### src/rtl/core/lsd_pkg.sv
package lsd_pkg;

    localparam int DEPTH_DEF = 64;
    localparam int WORD_W    = 32;

    typedef enum logic [1:0] {
        KIND_PUSH = 2'd0,
        KIND_POP  = 2'd1,
        KIND_DUMP = 2'd2,
        KIND_PEEK = 2'd3
    } kind_t;

    typedef enum logic [1:0] {
        STATUS_DATA  = 2'd0,
        STATUS_EMPTY = 2'd1,
        STATUS_FULL  = 2'd2
    } status_t;

    typedef enum logic [2:0] {
        ST_IDLE,
        ST_ERR_EMPTY,
        ST_ERR_FULL,
        ST_PEEK_OUT,
        ST_DUMP_OUT
    } state_t;

    // controller -> datapath
    typedef struct packed {
        logic push;       // write push word at the fill level, count up
        logic pop;        // count down
        logic rd_top;     // read the top entry
        logic rd_next;    // read the entry below the last one read
        logic load_data;  // load read word into the output register
        logic data_last;  // last flag for a data result
        logic load_err;   // load an error result into the output register
        logic err_full;   // error kind: full when set, empty otherwise
    } cmd_t;

    // datapath -> controller
    typedef struct packed {
        logic empty;
        logic full;
        logic ptr_zero;   // last read was the bottom entry
        logic slot_free;  // output register can take a result this cycle
    } stat_t;

endpackage

### src/rtl/core/lsd_ctrl.sv
module lsd_ctrl
    import lsd_pkg::*;
(
    input  logic        clk,
    input  logic        rst_n,
    input  logic        in_valid,
    input  logic [1:0]  in_kind,
    output logic        in_ready,
    input  stat_t       stat,
    output cmd_t        cmd
);

    state_t state_reg;
    state_t state_next;
    kind_t  kind;

    assign kind = kind_t'(in_kind);

    always_ff @(posedge clk or negedge rst_n)
    begin
        if (!rst_n)
        begin
            state_reg <= ST_IDLE;
        end
        else
        begin
            state_reg <= state_next;
        end
    end

    always_comb
    begin
        state_next = state_reg;
        unique case (state_reg)
            ST_IDLE:
            begin
                if (in_valid)
                begin
                    if (kind == KIND_PUSH)
                    begin
                        if (stat.full)
                        begin
                            state_next = ST_ERR_FULL;
                        end
                    end
                    else if (stat.empty)
                    begin
                        state_next = ST_ERR_EMPTY;
                    end
                    else if (kind == KIND_PEEK)
                    begin
                        state_next = ST_PEEK_OUT;
                    end
                    else if (kind == KIND_DUMP)
                    begin
                        state_next = ST_DUMP_OUT;
                    end
                end
            end
            ST_ERR_EMPTY, ST_ERR_FULL, ST_PEEK_OUT:
            begin
                if (stat.slot_free)
                begin
                    state_next = ST_IDLE;
                end
            end
            ST_DUMP_OUT:
            begin
                if (stat.slot_free && stat.ptr_zero)
                begin
                    state_next = ST_IDLE;
                end
            end
            default:
            begin
                state_next = ST_IDLE;
            end
        endcase
    end

    always_comb
    begin
        cmd      = '0;
        in_ready = 1'b0;
        unique case (state_reg)
            ST_IDLE:
            begin
                in_ready    = 1'b1;
                cmd.push    = in_valid && (kind == KIND_PUSH) && !stat.full;
                cmd.pop     = in_valid && (kind == KIND_POP) && !stat.empty;
                cmd.rd_top  = in_valid && !stat.empty
                              && ((kind == KIND_PEEK) || (kind == KIND_DUMP));
            end
            ST_ERR_EMPTY:
            begin
                cmd.load_err = stat.slot_free;
            end
            ST_ERR_FULL:
            begin
                cmd.load_err = stat.slot_free;
                cmd.err_full = 1'b1;
            end
            ST_PEEK_OUT:
            begin
                cmd.load_data = stat.slot_free;
                cmd.data_last = 1'b1;
            end
            ST_DUMP_OUT:
            begin
                cmd.load_data = stat.slot_free;
                cmd.data_last = stat.ptr_zero;
                cmd.rd_next   = stat.slot_free && !stat.ptr_zero;
            end
            default:
            begin
                cmd = '0;
            end
        endcase
    end

endmodule

### src/rtl/core/lsd_dpath.sv
module lsd_dpath
    import lsd_pkg::*;
#(
    parameter int DEPTH = DEPTH_DEF
)
(
    input  logic              clk,
    input  logic              rst_n,
    input  logic [WORD_W-1:0] push_value,
    input  cmd_t              cmd,
    output stat_t             stat,
    output logic              out_valid,
    input  logic              out_ready,
    output logic [WORD_W-1:0] out_word,
    output logic [1:0]        out_status,
    output logic              out_last
);

    localparam int ADDR_W = (DEPTH > 1) ? $clog2(DEPTH) : 1;
    localparam int CNT_W  = $clog2(DEPTH + 1);

    logic [WORD_W-1:0] mem [DEPTH];

    logic [CNT_W-1:0]  fill_reg;
    logic [CNT_W-1:0]  fill_next;
    logic [CNT_W-1:0]  fill_dec;
    logic [ADDR_W-1:0] ptr_reg;
    logic [ADDR_W-1:0] rd_addr;
    logic              rd_en;
    logic [WORD_W-1:0] rd_data_reg;

    logic              out_valid_reg;
    logic [WORD_W-1:0] out_word_reg;
    status_t           out_status_reg;
    logic              out_last_reg;

    assign fill_dec       = fill_reg - CNT_W'(1);
    assign stat.empty     = (fill_reg == '0);
    assign stat.full      = (fill_reg == CNT_W'(DEPTH));
    assign stat.ptr_zero  = (ptr_reg == '0);
    assign stat.slot_free = !out_valid_reg || out_ready;

    assign rd_en   = cmd.rd_top || cmd.rd_next;
    assign rd_addr = cmd.rd_top ? fill_dec[ADDR_W-1:0] : (ptr_reg - ADDR_W'(1));

    always_comb
    begin
        fill_next = fill_reg;
        priority if (cmd.push)
        begin
            fill_next = fill_reg + CNT_W'(1);
        end
        else if (cmd.pop)
        begin
            fill_next = fill_dec;
        end
    end

    always_ff @(posedge clk or negedge rst_n)
    begin
        if (!rst_n)
        begin
            fill_reg <= '0;
        end
        else
        begin
            fill_reg <= fill_next;
        end
    end

    // stack store with one write and one read port, registered read
    always_ff @(posedge clk)
    begin
        if (cmd.push)
        begin
            mem[fill_reg[ADDR_W-1:0]] <= push_value;
        end
        if (rd_en)
        begin
            rd_data_reg <= mem[rd_addr];
            ptr_reg     <= rd_addr;
        end
    end

    always_ff @(posedge clk or negedge rst_n)
    begin
        if (!rst_n)
        begin
            out_valid_reg <= 1'b0;
        end
        else if (cmd.load_data || cmd.load_err)
        begin
            out_valid_reg <= 1'b1;
        end
        else if (out_ready)
        begin
            out_valid_reg <= 1'b0;
        end
    end

    always_ff @(posedge clk)
    begin
        if (cmd.load_data)
        begin
            out_word_reg   <= rd_data_reg;
            out_status_reg <= STATUS_DATA;
            out_last_reg   <= cmd.data_last;
        end
        else if (cmd.load_err)
        begin
            out_word_reg   <= '0;
            out_status_reg <= cmd.err_full ? STATUS_FULL : STATUS_EMPTY;
            out_last_reg   <= 1'b1;
        end
    end

    assign out_valid  = out_valid_reg;
    assign out_word   = out_word_reg;
    assign out_status = out_status_reg;
    assign out_last   = out_last_reg;

    a_push_not_full: assert property (@(posedge clk) disable iff (!rst_n)
        cmd.push |-> !stat.full)
        else $error("push issued on a full stack");

    a_pop_not_empty: assert property (@(posedge clk) disable iff (!rst_n)
        cmd.pop |-> !stat.empty)
        else $error("pop issued on an empty stack");

    a_rd_next_above_bottom: assert property (@(posedge clk) disable iff (!rst_n)
        cmd.rd_next |-> !stat.ptr_zero && !cmd.rd_top)
        else $error("dump read walked below the bottom entry");

    a_load_into_free_slot: assert property (@(posedge clk) disable iff (!rst_n)
        (cmd.load_data || cmd.load_err) |-> (!out_valid_reg || out_ready))
        else $error("result loaded over an untaken result");

    a_fill_in_range: assert property (@(posedge clk) disable iff (!rst_n)
        fill_reg <= CNT_W'(DEPTH))
        else $error("fill count beyond stack depth");

endmodule

### src/rtl/core/lifo_stack_with_dump.sv
// LIFO stack of DEPTH signed 32-bit words with push, pop, peek and dump.
// The operation rides in s_axis_tuser (0 push, 1 pop, 2 dump, 3 peek) and
// the push word in s_axis_tdata. Push and a successful pop produce no
// result and are accepted back to back. Peek does a registered read of
// the store, then the output load. Dump streams every stored word top to
// bottom through the one read port, with m_axis_tlast on the bottom word.
// Pop, peek or dump on an empty stack, and push on a full one, produce a
// single error transfer (word zero, m_axis_tuser = 1 empty or 2 full,
// tlast set) and leave the stack unchanged. Each output load waits while
// the output register holds an untaken result and m_axis_tready is low.
// Results leave through an output register, so a pending result never
// blocks the decode of the next item except while that item needs the
// output slot. The store has no reset; only words written by a push are
// ever read.
module lifo_stack_with_dump
    import lsd_pkg::*;
#(
    parameter int DEPTH = DEPTH_DEF
)
(
    input  logic        clk,
    input  logic        rst_n,

    input  logic        s_axis_tvalid,
    output logic        s_axis_tready,
    input  logic [31:0] s_axis_tdata,   // [31:0] push_value
    input  logic [1:0]  s_axis_tuser,   // [1:0] kind

    output logic        m_axis_tvalid,
    input  logic        m_axis_tready,
    output logic [31:0] m_axis_tdata,   // [31:0] word
    output logic [1:0]  m_axis_tuser,   // [1:0] status
    output logic        m_axis_tlast
);

    cmd_t  cmd;
    stat_t stat;

    // Sequence each item: decode, read the store, load the output register.
    lsd_ctrl u_ctrl (
        .clk      (clk),
        .rst_n    (rst_n),
        .in_valid (s_axis_tvalid),
        .in_kind  (s_axis_tuser),
        .in_ready (s_axis_tready),
        .stat     (stat),
        .cmd      (cmd)
    );

    // Hold the store, fill count, dump pointer and output register.
    lsd_dpath #(
        .DEPTH (DEPTH)
    ) u_dpath (
        .clk        (clk),
        .rst_n      (rst_n),
        .push_value (s_axis_tdata),
        .cmd        (cmd),
        .stat       (stat),
        .out_valid  (m_axis_tvalid),
        .out_ready  (m_axis_tready),
        .out_word   (m_axis_tdata),
        .out_status (m_axis_tuser),
        .out_last   (m_axis_tlast)
    );

endmodule

### config.mk
export PLATFORM = sky130hd
export DESIGN_NAME = lifo_stack_with_dump
export DESIGN_NICKNAME = d
export VERILOG_FILES = /design/src/rtl/core/lsd_pkg.sv /design/src/rtl/core/lsd_ctrl.sv /design/src/rtl/core/lsd_dpath.sv /design/src/rtl/core/lifo_stack_with_dump.sv
export SDC_FILE = /design/constraint.sdc
export NUM_CORES = 2
export LEC_CHECK = 0
export ABC_AREA = 1
export BUFFER_PORTS_ARGS = -buffer_cell sky130_fd_sc_hd__buf_2
export CORE_ASPECT_RATIO = 1.1
export CORE_UTILIZATION = 50
export CTS_CLUSTER_DIAMETER = 30
export DETAILED_ROUTE_END_ITERATION = 12
export GPL_ROUTABILITY_DRIVEN = 0
export GPL_TIMING_DRIVEN = 1
export HOLD_SLACK_MARGIN = 0.02
export PLACE_DENSITY = 0.71
export SYNTH_ARGS = -nofsm -noshare
export SYNTH_HDL_FRONTEND = slang
export SYNTH_SLANG_ARGS = --single-unit
### constraint.sdc
create_clock -name clk -period 8.2 [get_ports clk]
set_input_delay 0 -clock clk [delete_from_list [all_inputs] [get_ports clk]]
set_output_delay 0 -clock clk [all_outputs]
set_load 0.02 [all_outputs]
==> flow_summary.yaml <==
run_status:
  status: "complete, no violations"
yosys:
  async_flop_share_pct: 0.516
  yosysSeqAreaShare_pct: 69.5
  synth_nets: 8815
  netlist_area_um2: 92000
  synthCells: 8769
  synth_area_leader_cell: "edfxtp_1"
  synth_most_common_cell: "nand2_1"
  ys.flop_type: "edfxtp_1"
  ys_seq_elements: 2132
  synth-edff-count: 2119
  yosys-top-cells-count: "nand2_1, edfxtp_1, nand3_1"
  synthTopCellsByArea: "edfxtp_1, nand3_1, nand2_1, inv_1, buf_2"
  synth.distinct_cells: 38
  syn_avg_cell_area_um2: 10.5
  yosysTopAreaCellShare_pct: 69.1
  synth_warnings: 0
final_layout:
  fin_nets: 8986
  largest_reg_flops: 2048
  drive_gt1_share_pct: 9.81
  syn_to_final_growth_pct: 17.9
  design_area_um2: 108000
  n_fill_cell: 13700
grt:
  grtUsageTotal_pct: 28.4
  grt_overflow: 0
  grt_first_pass_wirelength_mm: 392
  grt_start_max_net_pins: 215
  antenna_found_initial: 20
  grt_pass1_vias: 63900
clocking:
  numCtsBuffers: 380
  clock_latency_ns: 0.98
  cts_tree: "built"
  root_buffer: "clkbuf_16"
  h-tree-depth: 5
  clock_path_buffers: 4
  postCtsResizedCells: 0
  numClockSinks: 2132
  clk_pin_slew_worst_paths_ns: 0.05
timing:
  layout_min_cycle_time_ns: 5.44
  tightest_slew_ns: 1.30
  slew_violations: 0
  fmax_ghz: 0.184
  slew_headroom_pct: 13.3
  hold_violations: 0
  fin_skew_ns: 0.0738
  setup_viol: 0
  tns_ns: 0
  rsz0062_at_grt: "false"
  setup_ws_ns: 2.76
  fin_crit_sh_pct: 66.4
setup_path:
  endpoint_kind: "flip-flop"
  cp_data_required_time_ns: 8.88
  rr_startpoint: "u_dpath.fill_reg[0]"
  worst_r2r_endpoint: "u_dpath.rd_data_reg[31]"
  crit_type: "reg -> reg"
  r2r_slack_ns: 2.76
  path_max_fanout: 184
  startpoint_type: "flip-flop"
  r2r_cells: 17
  crit_arrival_ns: 6.12
floorplanning:
  dieHeight_um: 452
  die_x_um: 411
  core_um2: 182000
  row_count: 164
  ios: 75
  initial_utilization_pct: 50.5
  dieArea_um2: 186000
power_and_ir_drop:
  p_leak_uw: 0.0456
  p_per_area_nw_per_um2: 406
  ir_drop_mv: 1.04
detailed_routing:
  viasPerCell: 5.58
  drc: 0
  first_iter_violations: 8931
  drt-wirelength-per-cell_um: 22.8
  drt-pass1-iter-count: 10
  ant_nets: 0
  wirelength_mm: 266
  num_vias: 65000
hold_path:
  min_from: "m_axis_tready"
  hold_end: "u_dpath.out_status[1]"
  holdPathStages: 5
  worstHoldPathType: "in -> reg"
place:
  dpl_cell_area_um2: 95000
  port_buffers: 74
  hpwl_mm: 129
  pre_cts_slack_ns: 3.28
job:
  cap_violations: 0
## critical path: stages, from the launching register on
cell,delay [ns]
dfrtp_1,0.51
clkinv_1,0.26
ha_1,0.32
nand2_1,0.13
nor2_4,0.05
nand2_4,0.10
nand3_2,0.35
nand2_4,0.63
nand2_8,0.50
buf_12,0.45
nand2_1,0.22
nand2_1,0.06
nand2_1,0.07
nand3_1,0.15
nand3_1,0.17
nand3_1,0.14
nand3_1,0.45
nand2_1,0.09
## cells in the final DEF, fill, tap and decap left out, drive strengths merged, types with 10 or more instances in the layout
cell         count
buf            205
bufinv          63
clkbuf         416
clkinv         128
clkinvlp        39
dfrtp           11
dlygate4sd3     41
edfxtp        2119
inv           1729
nand2         2433
nand3         1839
nand3b          32
nor2           118
o21ai           20
xor2            10
## metal layers
| layer | vias up | track usage, % | share of wire (%) | routed length [um] |
|---|---|---|---|---|
| met4 | 18 | 16.2 | 5.7 | 15200 |
| li1 | 29000 | - | - | - |
| met2 | 4193 | 44.9 | 46 | 123000 |
| met1 | 31000 | 36.1 | 36 | 96000 |
| met5 | - | 0 | 0.045 | 120 |
| met3 | 804 | 6.36 | 12 | 31800 |
## worst max-delay path by stage
| stage | depth (start not counted) | from | slack (ns) | to |
|---|---|---|---|---|
| finish | 17 | u_dpath.fill_reg[0] | 2.76 | u_dpath.rd_data_reg[31] |
| detailed placement | 17 | u_dpath.fill_reg[0] | 3.28 | u_dpath.rd_data_reg[31] |
| floorplan | 9 | u_dpath.fill_reg[0] | 4.69 | u_dpath.mem[56][0] |
| global placement | 17 | u_dpath.fill_reg[0] | 3.43 | u_dpath.rd_data_reg[11] |
| CTS | 16 | u_dpath.fill_reg[0] | 3.23 | u_dpath.rd_data_reg[30] |
| global route | 17 | u_dpath.fill_reg[0] | 2.78 | u_dpath.rd_data_reg[31] |
## power breakdown
group | switching (uW) | internal, uW | total, uW
Sequential | 257 | 12400 | 12700
Clock | 5410 | 10600 | 16000
Combinational | 11400 | 3990 | 15400
Total | 17100 | 27000 | 44100
## through the flow
stage	total power, uW	cells	hold WS (ns)	utilization [%]
after CTS	43800	11600	0.0272	59.5
after floorplan	22700	8769	-0.296	-
after detailed placement	27800	10900	-0.0836	52.2
final	44100	11600	0.0662	59.5
after global routing	45600	11600	0.151	59.5
after global placement	27600	10900	-0.0916	52.2
## final cells by class
type	instances	area [um2]	area share, %
diodes	3	7.51	0.00692
flip-flops and latches	2132	63900	58.9
repair buffers	246	2010	1.86
well taps	2407	3010	2.78
inverters	1695	6380	5.88
clock inverters	264	3270	3.01
clock buffers	416	9750	8.99
multi-input cells	4485	20100	18.5
## logic make-up (layout without fill, tap and decap cells)
group | Yosys count | in the layout | synth area share (%)
buffers and inverters | 2152 | 2621 | 9.30
other | 0 | 3 | 0
adders and majority gates | 8 | 8 | 0.109
xor gates and xnor gates | 12 | 12 | 0.114
DFF | 2132 | 2132 | 69.5
AOI/OAI and AO/OA | 29 | 29 | 0.192
and+or+nand+nor | 4436 | 4436 | 20.8
## repair_timing
| item | in CTS | in global routing |
|---|---|---|
| hold buffers | 41 | 0 |
| hold endpoints to repair | 2075 | 0 |
| setup buffers | 0 | 0 |
| setup endpoints to repair | 0 | 0 |
No activity file was read; power rests on OpenSTA's default activity.
